===== src/sv/cdd_pkg.sv =====
package cdd_pkg;

   // Unit codes of the kind field.
   localparam logic [2:0] KIND_DAY        = 3'd0;
   localparam logic [2:0] KIND_WEEK       = 3'd1;
   localparam logic [2:0] KIND_MONTH      = 3'd2;
   localparam logic [2:0] KIND_YEAR       = 3'd3;
   localparam logic [2:0] KIND_DECADE     = 3'd4;
   localparam logic [2:0] KIND_CENTURY    = 3'd5;
   localparam logic [2:0] KIND_MILLENNIUM = 3'd6;

   // Commands from the controller to the datapath.
   typedef struct packed {
      logic load;        // take a new item from the request ports
      logic day_step;    // count days down or borrow one month
      logic month_step;  // go back one month and count it
      logic set_len;     // day becomes the length of the current month
      logic clamp_len;   // day is clamped to the length of the current month
      logic mul;         // product of count and the unit multiplier
      logic year_sub;    // subtract the product from the year, saturating
      logic capture;     // copy the finished date into the result register
   } cdd_cmd_type;

   // Status from the datapath to the controller.
   typedef struct packed {
      logic n_zero;      // nothing is left to count
      logic day_last;    // the next day step ends inside the current month
   } cdd_status_type;

endpackage


===== src/sv/cdd_datapath.sv =====
module cdd_datapath (
   input  logic                   clock,
   input  cdd_pkg::cdd_cmd_type   cmd,
   output cdd_pkg::cdd_status_type status,
   input  logic [2:0]             req_kind,
   input  logic [14:0]            req_count,
   input  logic [4:0]             req_day,
   input  logic [3:0]             req_month,
   input  logic signed [15:0]     req_year,
   output logic [4:0]             rsp_new_day,
   output logic [3:0]             rsp_new_month,
   output logic signed [15:0]     rsp_new_year,
   output logic                   rsp_year_clipped
);
   import cdd_pkg::*;

   localparam logic signed [15:0] YEAR_MIN = 16'sh8000;
   // Multiplicative inverse of 25 modulo 2**16 and the largest quotient of a 16-bit value.
   localparam logic [15:0] INV25   = 16'h5C29;
   localparam logic [15:0] DIV25_MAX = 16'd2621;
   localparam logic [4:0] MONTH_LEN [12] = '{5'd31, 5'd28, 5'd31, 5'd30, 5'd31, 5'd30,
                                             5'd31, 5'd31, 5'd30, 5'd31, 5'd30, 5'd31};

   // Length of a month; February follows the leap flag, codes outside 1..12 give 31.
   function automatic logic [4:0] days_in(input logic [3:0] m, input logic leap);
      logic [4:0] len;
      len = 5'd31;
      if (m == 4'd2)
         len = leap ? 5'd29 : 5'd28;
      else if (m >= 4'd1 && m <= 4'd12)
         len = MONTH_LEN[m - 4'd1];
      return len;
   endfunction

   logic [4:0]         day_ff, day_in;
   logic [3:0]         month_ff, month_in;
   logic signed [15:0] year_ff, year_in;
   logic               clip_ff, clip_in;
   logic [17:0]        n_ff, n_in;
   logic [9:0]         mult_ff, mult_in;
   logic [24:0]        prod_ff, prod_in;
   logic [4:0]         out_day_ff;
   logic [3:0]         out_month_ff;
   logic signed [15:0] out_year_ff;
   logic               out_clip_ff;

   // Previous month, with the year borrowed from January and held at its lower bound.
   logic [3:0]         pm_month;
   logic signed [15:0] pm_year;
   logic               pm_clip;

   always_comb begin
      pm_month = month_ff - 4'd1;
      pm_year  = year_ff;
      pm_clip  = clip_ff;
      if (month_ff <= 4'd1) begin
         pm_month = 4'd12;
         if (year_ff != YEAR_MIN)
            pm_year = year_ff - 16'sd1;
         else
            pm_clip = 1'b1;
      end else if (month_ff > 4'd12) begin
         pm_month = 4'd12;
      end
   end

   // Leap test: divisible by 25 is found by the inverse product, the powers of two by low bits.
   logic [15:0] abs_year;
   logic [31:0] inv_prod;
   logic        div25;
   logic        leap;
   logic [4:0]  cur_len;

   always_comb begin
      abs_year = year_ff[15] ? (~year_ff + 16'd1) : year_ff;
      inv_prod = {16'd0, abs_year} * {16'd0, INV25};
      div25    = inv_prod[15:0] <= DIV25_MAX;
      leap     = (div25 && year_ff[3:0] == 4'd0) || (!div25 && year_ff[1:0] == 2'd0);
      cur_len  = days_in(month_ff, leap);
   end

   // Day step: a day of zero borrows like day one.
   logic [5:0] e_val;
   logic       day_last;

   always_comb begin
      e_val    = (day_ff == 5'd0) ? 6'd1 : {1'b0, day_ff};
      day_last = n_ff < {12'd0, e_val};
   end

   // Year subtraction in a range wide enough for the largest product.
   logic signed [26:0] year_diff;

   always_comb begin
      year_diff = {{11{year_ff[15]}}, year_ff} - $signed({2'b00, prod_ff});
   end

   // Next values of the working registers.
   always_comb begin
      day_in   = day_ff;
      month_in = month_ff;
      year_in  = year_ff;
      clip_in  = clip_ff;
      n_in     = n_ff;
      mult_in  = mult_ff;
      prod_in  = prod_ff;
      if (cmd.load) begin
         day_in   = req_day;
         month_in = req_month;
         year_in  = req_year;
         clip_in  = 1'b0;
         if (req_kind == KIND_WEEK)
            n_in = {req_count, 3'b000} - {3'b000, req_count};
         else
            n_in = {3'b000, req_count};
         case (req_kind)
            KIND_DECADE:     mult_in = 10'd10;
            KIND_CENTURY:    mult_in = 10'd100;
            KIND_MILLENNIUM: mult_in = 10'd1000;
            default:         mult_in = 10'd1;
         endcase
      end
      if (cmd.day_step) begin
         if (day_last) begin
            day_in = day_ff - n_ff[4:0];
            n_in   = '0;
         end else begin
            n_in     = n_ff - {12'd0, e_val};
            month_in = pm_month;
            year_in  = pm_year;
            clip_in  = pm_clip;
         end
      end
      if (cmd.month_step) begin
         n_in     = n_ff - 18'd1;
         month_in = pm_month;
         year_in  = pm_year;
         clip_in  = pm_clip;
      end
      if (cmd.set_len)
         day_in = cur_len;
      if (cmd.clamp_len && day_ff > cur_len)
         day_in = cur_len;
      if (cmd.mul)
         prod_in = {10'd0, n_ff[14:0]} * {15'd0, mult_ff};
      if (cmd.year_sub) begin
         if (year_diff < -27'sd32768) begin
            year_in = YEAR_MIN;
            clip_in = 1'b1;
         end else begin
            year_in = year_diff[15:0];
         end
      end
   end

   // Working registers and the result register.
   always_ff @(posedge clock) begin
      day_ff   <= day_in;
      month_ff <= month_in;
      year_ff  <= year_in;
      clip_ff  <= clip_in;
      n_ff     <= n_in;
      mult_ff  <= mult_in;
      prod_ff  <= prod_in;
      if (cmd.capture) begin
         out_day_ff   <= day_ff;
         out_month_ff <= month_ff;
         out_year_ff  <= year_ff;
         out_clip_ff  <= clip_ff;
      end
   end

   assign status.n_zero   = n_ff == 18'd0;
   assign status.day_last = day_last;

   assign rsp_new_day      = out_day_ff;
   assign rsp_new_month    = out_month_ff;
   assign rsp_new_year     = out_year_ff;
   assign rsp_year_clipped = out_clip_ff;

endmodule


===== src/sv/cdd_controller.sv =====
module cdd_controller (
   input  logic                    clock,
   input  logic                    reset,
   input  logic                    req_valid,
   output logic                    req_stall,
   input  logic [2:0]              req_kind,
   output logic                    rsp_valid,
   input  logic                    rsp_stall,
   input  cdd_pkg::cdd_status_type status,
   output cdd_pkg::cdd_cmd_type    cmd
);
   import cdd_pkg::*;

   typedef enum logic [2:0] {
      IDLE,
      DAY_STEP,
      DAY_FIX,
      MONTH_STEP,
      MONTH_FIX,
      YEAR_MUL,
      YEAR_SUB,
      DONE
   } state_type;

   state_type state_ff, state_in;
   logic      rsp_valid_ff, rsp_valid_in;

   // Sequencing of one item and handover to the result register.
   always_comb begin
      state_in     = state_ff;
      rsp_valid_in = rsp_valid_ff && rsp_stall;
      cmd          = '0;
      case (state_ff)
         IDLE: begin
            if (req_valid) begin
               cmd.load = 1'b1;
               case (req_kind) inside
                  KIND_DAY, KIND_WEEK:                  state_in = DAY_STEP;
                  KIND_MONTH:                           state_in = MONTH_STEP;
                  [KIND_YEAR:KIND_MILLENNIUM]:          state_in = YEAR_MUL;
                  default:                              state_in = DONE;
               endcase
            end
         end
         DAY_STEP: begin
            if (status.n_zero) begin
               state_in = DONE;
            end else begin
               cmd.day_step = 1'b1;
               state_in     = status.day_last ? DONE : DAY_FIX;
            end
         end
         DAY_FIX: begin
            cmd.set_len = 1'b1;
            state_in    = DAY_STEP;
         end
         MONTH_STEP: begin
            if (status.n_zero) begin
               state_in = DONE;
            end else begin
               cmd.month_step = 1'b1;
               state_in       = MONTH_FIX;
            end
         end
         MONTH_FIX: begin
            cmd.clamp_len = 1'b1;
            state_in      = MONTH_STEP;
         end
         YEAR_MUL: begin
            cmd.mul  = 1'b1;
            state_in = YEAR_SUB;
         end
         YEAR_SUB: begin
            cmd.year_sub = 1'b1;
            state_in     = DONE;
         end
         DONE: begin
            if (!rsp_valid_ff || !rsp_stall) begin
               cmd.capture  = 1'b1;
               rsp_valid_in = 1'b1;
               state_in     = IDLE;
            end
         end
         default: begin
            state_in = IDLE;
         end
      endcase
   end

   // State and registered result valid.
   always_ff @(posedge clock) begin
      if (reset) begin
         state_ff     <= IDLE;
         rsp_valid_ff <= 1'b0;
      end else begin
         state_ff     <= state_in;
         rsp_valid_ff <= rsp_valid_in;
      end
   end

   assign req_stall = state_ff != IDLE;
   assign rsp_valid = rsp_valid_ff;

endmodule


===== src/sv/calendar_date_decrement.sv =====
// Channel   Direction  Handshake           Payload
// req       in         req_valid/req_stall req_kind, req_count, req_day, req_month, req_year
// rsp       out        rsp_valid/rsp_stall rsp_new_day, rsp_new_month, rsp_new_year,
//                                          rsp_year_clipped
//
// One item is worked at a time by a state machine over a shared datapath.
// Day and week items pass DAY_STEP and DAY_FIX once per month borrowed; month items pass
// MONTH_STEP and MONTH_FIX per month; year to millennium items pass YEAR_MUL and YEAR_SUB.
// The month borrow loop sets the rate: one month step and one length lookup per pass.
// Reset is synchronous and clears the controller; a finished result waits in the output
// register under rsp_stall while the next item is accepted and worked.
module calendar_date_decrement (
   input  logic               clock,
   input  logic               reset,
   input  logic               req_valid,
   output logic               req_stall,
   input  logic [2:0]         req_kind,
   input  logic [14:0]        req_count,
   input  logic [4:0]         req_day,
   input  logic [3:0]         req_month,
   input  logic signed [15:0] req_year,
   output logic               rsp_valid,
   input  logic               rsp_stall,
   output logic [4:0]         rsp_new_day,
   output logic [3:0]         rsp_new_month,
   output logic signed [15:0] rsp_new_year,
   output logic               rsp_year_clipped
);
   import cdd_pkg::*;

   cdd_cmd_type    cmd;
   cdd_status_type status;

   // Sequencer.
   cdd_controller u_controller (
      .clock     (clock),
      .reset     (reset),
      .req_valid (req_valid),
      .req_stall (req_stall),
      .req_kind  (req_kind),
      .rsp_valid (rsp_valid),
      .rsp_stall (rsp_stall),
      .status    (status),
      .cmd       (cmd)
   );

   // Date registers and arithmetic.
   cdd_datapath u_datapath (
      .clock            (clock),
      .cmd              (cmd),
      .status           (status),
      .req_kind         (req_kind),
      .req_count        (req_count),
      .req_day          (req_day),
      .req_month        (req_month),
      .req_year         (req_year),
      .rsp_new_day      (rsp_new_day),
      .rsp_new_month    (rsp_new_month),
      .rsp_new_year     (rsp_new_year),
      .rsp_year_clipped (rsp_year_clipped)
   );

   // An accepted item keeps the block busy in the next cycle.
   assert property (@(posedge clock) disable iff (reset)
      (req_valid && !req_stall) |=> req_stall)
      else $error("block not busy after accepting an item");

   // A clipped result always carries the lowest year.
   assert property (@(posedge clock) disable iff (reset)
      (rsp_valid && rsp_year_clipped) |-> (rsp_new_year == 16'sh8000))
      else $error("clipped result with a year above the lower bound");

   // A new result only appears after the block has been working on an item.
   assert property (@(posedge clock) disable iff (reset)
      $rose(rsp_valid) |-> $past(req_stall))
      else $error("result appeared without work in progress");

endmodule

===== config.mk =====
export PLATFORM = sky130hd
export DESIGN_NAME = calendar_date_decrement
export DESIGN_NICKNAME = d
export VERILOG_FILES = /design/src/sv/cdd_pkg.sv /design/src/sv/cdd_datapath.sv /design/src/sv/cdd_controller.sv /design/src/sv/calendar_date_decrement.sv
export SDC_FILE = /design/constraint.sdc
export NUM_CORES = 1
export LEC_CHECK = 0
export BUFFER_PORTS_ARGS = -buffer_cell sky130_fd_sc_hd__buf_2
export CORE_MARGIN = 2
export CORE_UTILIZATION = 58
export CTS_BUF_LIST = sky130_fd_sc_hd__clkbuf_16
export DETAILED_ROUTE_END_ITERATION = 8
export PLACE_DENSITY = 0.84
export SLEW_MARGIN = 15
export SYNTH_ARGS = -nofsm -noshare
export SYNTH_HDL_FRONTEND = slang
export SYNTH_SLANG_ARGS = --single-unit

===== constraint.sdc =====
create_clock -name clock -period 6.2 [get_ports clock]
set_clock_uncertainty 0.1 [all_clocks]
set_input_delay 1.86 -clock clock [delete_from_list [all_inputs] [get_ports clock]]
set_output_delay 1.86 -clock clock [all_outputs]
set_load 0.005 [all_outputs]

==> results of run 1 <==
## layout by cell type (no fill, tap or decap), drive strengths merged, types with 5 or more instances in the layout
master    n
o21ai    85
a21boi   10
a21o     28
nand2b   18
nand2   140
o31ai     6
mux2i     7
or4       6
dfxtp    30
nor2     90
fa      108
xor2     36
o21a     12
or2       6
inv     194
nor2b    13
a41oi     7
nand3    20
o22ai    13
and2     57
and3     14
nand4     5
a22oi     5
a211oi   20
a21oi    92
buf     152
nor3     39
ha      192
or3      13
o31a      6
o211ai   11
nor4      8
a31oi    20
xnor2    61
clkbuf    9
edfxtp   75
a221oi    5
## final timing paths
| path | from | end | slack [ps] | cells after the start |
|---|---|---|---|---|
| min reg2reg | u_datapath.day_ff[0]$_DFF_P_ | u_datapath.rsp_new_day[0]$_DFFE_PP_ | 340 | 0 |
| max | u_datapath.year_ff[1]$_DFF_P_ | u_datapath.day_ff[2]$_SDFF_PP1_ | -230 | 29 |
| max reg2reg | u_datapath.year_ff[1]$_DFF_P_ | u_datapath.day_ff[2]$_SDFF_PP1_ | -230 | 29 |
| min | u_datapath.day_ff[0]$_DFF_P_ | u_datapath.rsp_new_day[0]$_DFFE_PP_ | 340 | 0 |
## cells by family after synthesis
group	Yosys count
flip-flops	105
AND/OR/NAND/NOR	445
buffers and inverters	237
multiplexers	7
XOR/XNOR	98
adder cells (fa/ha/maj)	300
AO/OA/AOI/OAI	362
## final cells by class
class	instances	area (um2)
clock buffer	9	225.2
timing repair buffer	152	967.2
multi-input combinational	1212	10450
clock inverter	7	78.83
inverter	191	719.4
fill	1862	7845
tap	319	399.1
sequential	105	2861
## through the flow
step	worst slack (ps)	cell area (um2)	hold slack, ps
6_report	-232.7	15700	343.1
5_1_grt	-550.6	15700	363.3
4_1_cts	-161.5	15600	342.2
3_5_place_dp	-291.8	15190	323.3
3_3_place_gp	-42.71	15190	318.5
2_1_floorplan	6.469	14070	308.2
## sequential cells by signal, indices dropped and copies added (netlist names)
name / count
u_controller.rsp_valid: 1
u_controller.state_ff: 3
u_datapath.clip_ff: 1
u_datapath.day_ff: 5
u_datapath.month_ff: 4
u_datapath.mult_ff: 6
u_datapath.n_ff: 18
u_datapath.prod_ff: 25
u_datapath.rsp_new_day: 5
u_datapath.rsp_new_month: 4
u_datapath.rsp_new_year: 16
u_datapath.rsp_year_clipped: 1
u_datapath.year_ff: 16
## routing by layer
| metal | vias to the layer above | GRT usage | part of all wire |
|---|---|---|---|
| met5 | - | 0 | 0 |
| met4 | 0 | 0.09421 | 0.027 |
| met3 | 90 | 0.03725 | 0.068 |
| met2 | 512 | 0.5026 | 0.49 |
| met1 | 5817 | 0.3697 | 0.41 |
| li1 | 5661 | - | - |
## worst max-delay path, delay by kind of cell, from the launching register on
kind | cells | cell delay (ps)
xor gates and xnor gates | 6 | 1070
buffers and inverters | 5 | 480
AOI/OAI and AO/OA | 4 | 640
and+or+nand+nor | 7 | 1250
DFF | 1 | 350
adders and majority gates | 7 | 2480
## what timing repair did
action                     CTS  global route
hold endpoints to repair     0             0
setup endpoints to repair    5             8
pin swaps                    5             2
resized for setup           15            14
buffers inserted             4             4
==> results.md, run 1 <==
- Status: finished with violations
- Failing checks: negative setup slack
- Number of global-route vias before repair: 12230
- FMAX: 0.1555 GHz
- Post-Route WL: 36040 um
- Root Buffer: clkbuf_16
- Worst Setup Start Kind: register
- Yosys top cell area share: 0.1720
- Post-synth EDFFs: 75
- TritonCTS clock tree: done
- Clk slew on worst S/H paths: 80 ps
- CORE AREA: 23540 um2
- Hold Vio Cnt, Final: 0
- Hold Path Class: reg2reg
- Avg Cell Area, Syn: 8.985 um2
- Die area: 25330 um2
- Syn nets: 1901
- Initial DRC count: 1080
- CP Capture Type: register
- Die H: 159.2 um
- Max Cap Viol: 0
- Largest family of logic cells by synthesized area: adder cells
- Synth area leader: ha_1
- Synth Area in Simple Gates: 0.1641
- Finished Core Util: 0.6668
- First-pass GRT wire length: 59510 um
- Synth Area in XOR/XNOR: 0.06299
- Post-Synth Adder-Cell Area: 0.3269
- Sequential area share after synthesis: 0.2043
- Seq cells post-synth: 105
- Clk_lat worst skew: 370 ps
- Setup TNS: -1026 ps
- Row cnt: 56
- Count leader, synth: ha_1
- # hold bufs at CTS: 0
- Most common library cells after synthesis: ha_1 (192), inv_1 (190), nand2_1 (138)
- Initial antenna violation count: 0
- Clock sink total: 105
- Total number of vias: 12080
- Relative slew slack: 0.3591
- Critical Path RT: 6400 ps
- Fin. max-slew vios: 0
- Max Root-Sink Buffers: 2
- Worst Path Arrival: 6630 ps
- Non-filler instance count after layout: 1995
- RSZ-0062 raised after global routing: yes
- Initial core utilization: 0.5931
- Gpl congestion: 0.9086
- Final antenna-violating net count: 0
- Compound-Gate Fraction of Synth Area: 0.1720
- Final layout net count: 2018
- Min Clock Period, post-route: 6433 ps
- Mux cell area share after synthesis: 0.005018
- Synth Flop Type: edfxtp_1
- Area contributors post-synth: ha_1 (17%), edfxtp_1 (16%), fa_1 (15%)
- Worst-margin pin slew: 959.2 ps
- Ant diodes: 0
- GRT overflow: 0
- Drc violations: 0
- Initial DRT Pass Iterations: 6
- Gate Count Post-Synth: 1554
- P&R area growth vs syn: 12.42%
- CP Max Fanout: 5
- Fin worst setup slack: -232.7 ps
- I/O Buffers: 74
- Share of cells above drive strength 1: 0.1533
- Synthesized area: 13960 um2
- Synth async-reset ratio: 0
- # setup viols final: 5
- Largest net degree at the start of global routing: 28
- Detail Placement HPWL: 28270 um
- WL/cell: 18.06 um
- Period utilization: 1.038
- H-tree level count: 3
- Vias per std cell: 6.055
- Crit Path Class: reg2reg
- Die width: 159.2 um
- TritonCTS Buffers: 9
- Num ports: 75
- Placed insts: 1970
- Largest stage delay on the critical path: 540 ps
- YS warnings: 0
- GRT Resource Usage Total: 0.2873
- Worst path slowest cell: fa_1
- Number of distinct library cells after synthesis: 91
Power of run 1 is not shown: default switching activity piles up to over one toggle a cycle in this logic, so the estimate is an artifact.
==> run 2: changes to the inputs <==
--- a/config.mk
+++ b/config.mk
@@ -11,6 +11,7 @@
 export CTS_BUF_LIST = sky130_fd_sc_hd__clkbuf_16
 export DETAILED_ROUTE_END_ITERATION = 8
 export PLACE_DENSITY = 0.84
+export SETUP_SLACK_MARGIN = 0.2
 export SLEW_MARGIN = 15
 export SYNTH_ARGS = -nofsm -noshare
 export SYNTH_HDL_FRONTEND = slang
==> run 2 against run 1 <==
The run still ends with negative setup slack left; clock-buffer cell count did not move; register-to-register slack worse by 90 ps; routed wire length hardly changed; first-iteration DRC count down 9.8%; worst setup slack lost 93 ps; global-route usage shrank 0.38 points; fmax decreased by 1.4%; core utilization is 0.16 points higher; critical endpoint is now u_datapath.day_ff[0]$_DFF_P_; largest cell class unchanged.
==> results.md, run 2 (same netlist as run 1, synthesis figures left out) <==
- Worst-margin pin slew: 1179 ps
- Clock sink total: 105
- Initial DRT Pass Iterations: 8
- Num ports: 75
- CP most frequent cell: ha_1
- Root Buffer: clkbuf_16
- CP Max Fanout: 5
- TritonCTS clock tree: done
- Most frequent cells in the layout: inv_1 (184), ha_1 (184), nand2_1 (136)
- Fin. max-slew vios: 0
- Die width: 159.2 um
- P&R area growth vs syn: 12.70%
- Drc violations: 0
- Total number of vias: 12110
- Hold Vio Cnt, Final: 0
- Initial antenna violation count: 1
- Die H: 159.2 um
- Worst Setup Start Kind: register
- FMAX: 0.1533 GHz
- R2R Setup Slk: -330 ps
- I/O Buffers: 74
- Hold_sp: u_datapath.day_ff[0]$_DFF_P_
- TritonCTS Buffers: 9
- Die area: 25330 um2
- Max Cap Viol: 0
- Critical Path RT: 6370 ps
- Gpl congestion: 0.9359
- Finished Core Util: 0.6684
- Row cnt: 56
- Layout fillers: 1872
- CP Capture Type: register
- Final layout net count: 2019
- Worst path slowest cell: or4_4
- Fin worst setup slack: -325.2 ps
- Critical Path, Cell by Cell: or4_4 > nor4_4 > nor2_2 > xor2_2 > ha_1 > inv_2 > fa_1 > inv_1 > ha_1 > inv_2 > fa_2 > inv_2 > fa_2 > ha_1 > ha_4 > a21boi_2 > o2111ai_2 > nor4_4 > nor2_1 > ha_1 > a2111oi_4 > o21ai_1 > o31a_1 > o31ai_1
- Initial core utilization: 0.5931
- R2r endpoint: u_datapath.day_ff[0]$_DFF_P_
- Hold Path Class: reg2reg
- Detail Placement HPWL: 28280 um
- Max Root-Sink Buffers: 2
- Largest regs: u_datapath.prod_ff x25, u_datapath.n_ff x18
- Share of cells above drive strength 1: 0.1592
- Hold path depth: 0
- CORE AREA: 23540 um2
- Final antenna-violating net count: 0
- Clk_lat worst skew: 370 ps
- Number of global-route vias before repair: 12390
- Initial DRC count: 974
- Crit Path Class: reg2reg
- GRT Resource Usage Total: 0.2835
- Post-Route WL: 36040 um
- GRT overflow: 0
- Largest net degree at the start of global routing: 28
- Failing checks: negative setup slack
- WL/cell: 18.06 um
- Status: finished with violations
- First-pass GRT wire length: 59120 um
- Period utilization: 1.052
- Largest reg by FF count: u_datapath.prod_ff
- RSZ-0062 raised after global routing: yes
- Worst Path Arrival: 6700 ps
- Vias per std cell: 6.068
- Relative slew slack: 0.2131
- Area of the multi-input gates: 10510 um2
- Clk slew on worst S/H paths: 80 ps
- # setup viols final: 5
- Reg area: 2863 um2
- R2r startpoint: u_datapath.year_ff[4]$_DFF_P_
- Min Clock Period, post-route: 6525 ps
- Largest register FFs: 25
- H-tree level count: 3
- Largest stage delay on the critical path: 560 ps
- Ant diodes: 0
- Worst hold path endpoint: u_datapath.rsp_new_day[0]$_DFFE_PP_
- Cells on worst reg2reg path: 24
- # hold bufs at CTS: 0
==> run 2: cell count changes in the layout (fill, tap and decap cells not counted), sizes merged <==
cell,before,now
buf,152,153
bufinv,1,0
clkinvlp,0,1
==> run 2: layer usage <==
| metal | track usage | up-vias | share of wire |
|---|---|---|---|
| met2 | 0.5075 | 515 | 0.50 |
| met1 | 0.3460 | 5827 | 0.40 |
| met5 | 0 | - | 0 |
| met4 | 0.09587 | 0 | 0.029 |
| li1 | - | 5665 | - |
| met3 | 0.04871 | 104 | 0.075 |
==> run 2: timing repair <==
| action | CTS | global route |
|---|---|---|
| buffers inserted | 8 | 5 |
| resized for setup | 17 | 20 |
| pin swaps | 12 | 2 |
| setup endpoints to repair | 6 | 11 |
==> run 2: critical path, delay by kind of cell, from the launching register on <==
| kind | cells | cell delay, ps |
|---|---|---|
| adder cells (fa/ha/maj) | 8 | 3070 |
| flip-flops | 1 | 350 |
| buffers and inverters | 4 | 190 |
| AO/OA/AOI/OAI | 6 | 1190 |
| AND/OR/NAND/NOR | 5 | 1350 |
| XOR/XNOR | 1 | 160 |
==> run 2: worst max path at each step <==
stage,from,endpoint,depth (start not counted)
after floorplan,u_datapath.year_ff[4]$_DFF_P_,u_datapath.day_ff[0]$_DFF_P_,27
after global placement,u_datapath.year_ff[0]$_DFF_P_,u_datapath.day_ff[0]$_DFF_P_,27
after detailed placement,u_datapath.year_ff[0]$_DFF_P_,u_datapath.day_ff[0]$_DFF_P_,28
after CTS,u_datapath.year_ff[7]$_DFF_P_,u_datapath.day_ff[0]$_DFF_P_,27
after global routing,u_datapath.year_ff[4]$_DFF_P_,u_datapath.day_ff[0]$_DFF_P_,27
final,u_datapath.year_ff[4]$_DFF_P_,u_datapath.day_ff[0]$_DFF_P_,24
==> run 2: through the flow <==
| stage | setup slack [ps] | instances | hold WS (ps) | TNS, ps | instance area, um2 |
|---|---|---|---|---|---|
| finish | -325.2 | 1996 | 339.5 | -1203 | 15740 |
| global route | -581.2 | 1996 | 362.2 | -2719 | 15740 |
| CTS | -166.3 | 1991 | 342.3 | -541.7 | 15610 |
| detailed placement | -300.5 | 1967 | 324.0 | -1219 | 15180 |
| global placement | -39.91 | 1967 | 327.7 | -77.05 | 15180 |
| floorplan | 40.78 | 1554 | 308.2 | 0 | 14090 |
==> run 2: cell type report <==
cell class              count  share of cell area
multi-input cells        1212              0.6680
flip-flops and latches    105              0.1819
repair buffers            153             0.06122
inverters                 191             0.04572
well taps                 319             0.02536
clock buffers               9             0.01431
clock inverters             7            0.003419
Power of run 2 is left out for the same reason.
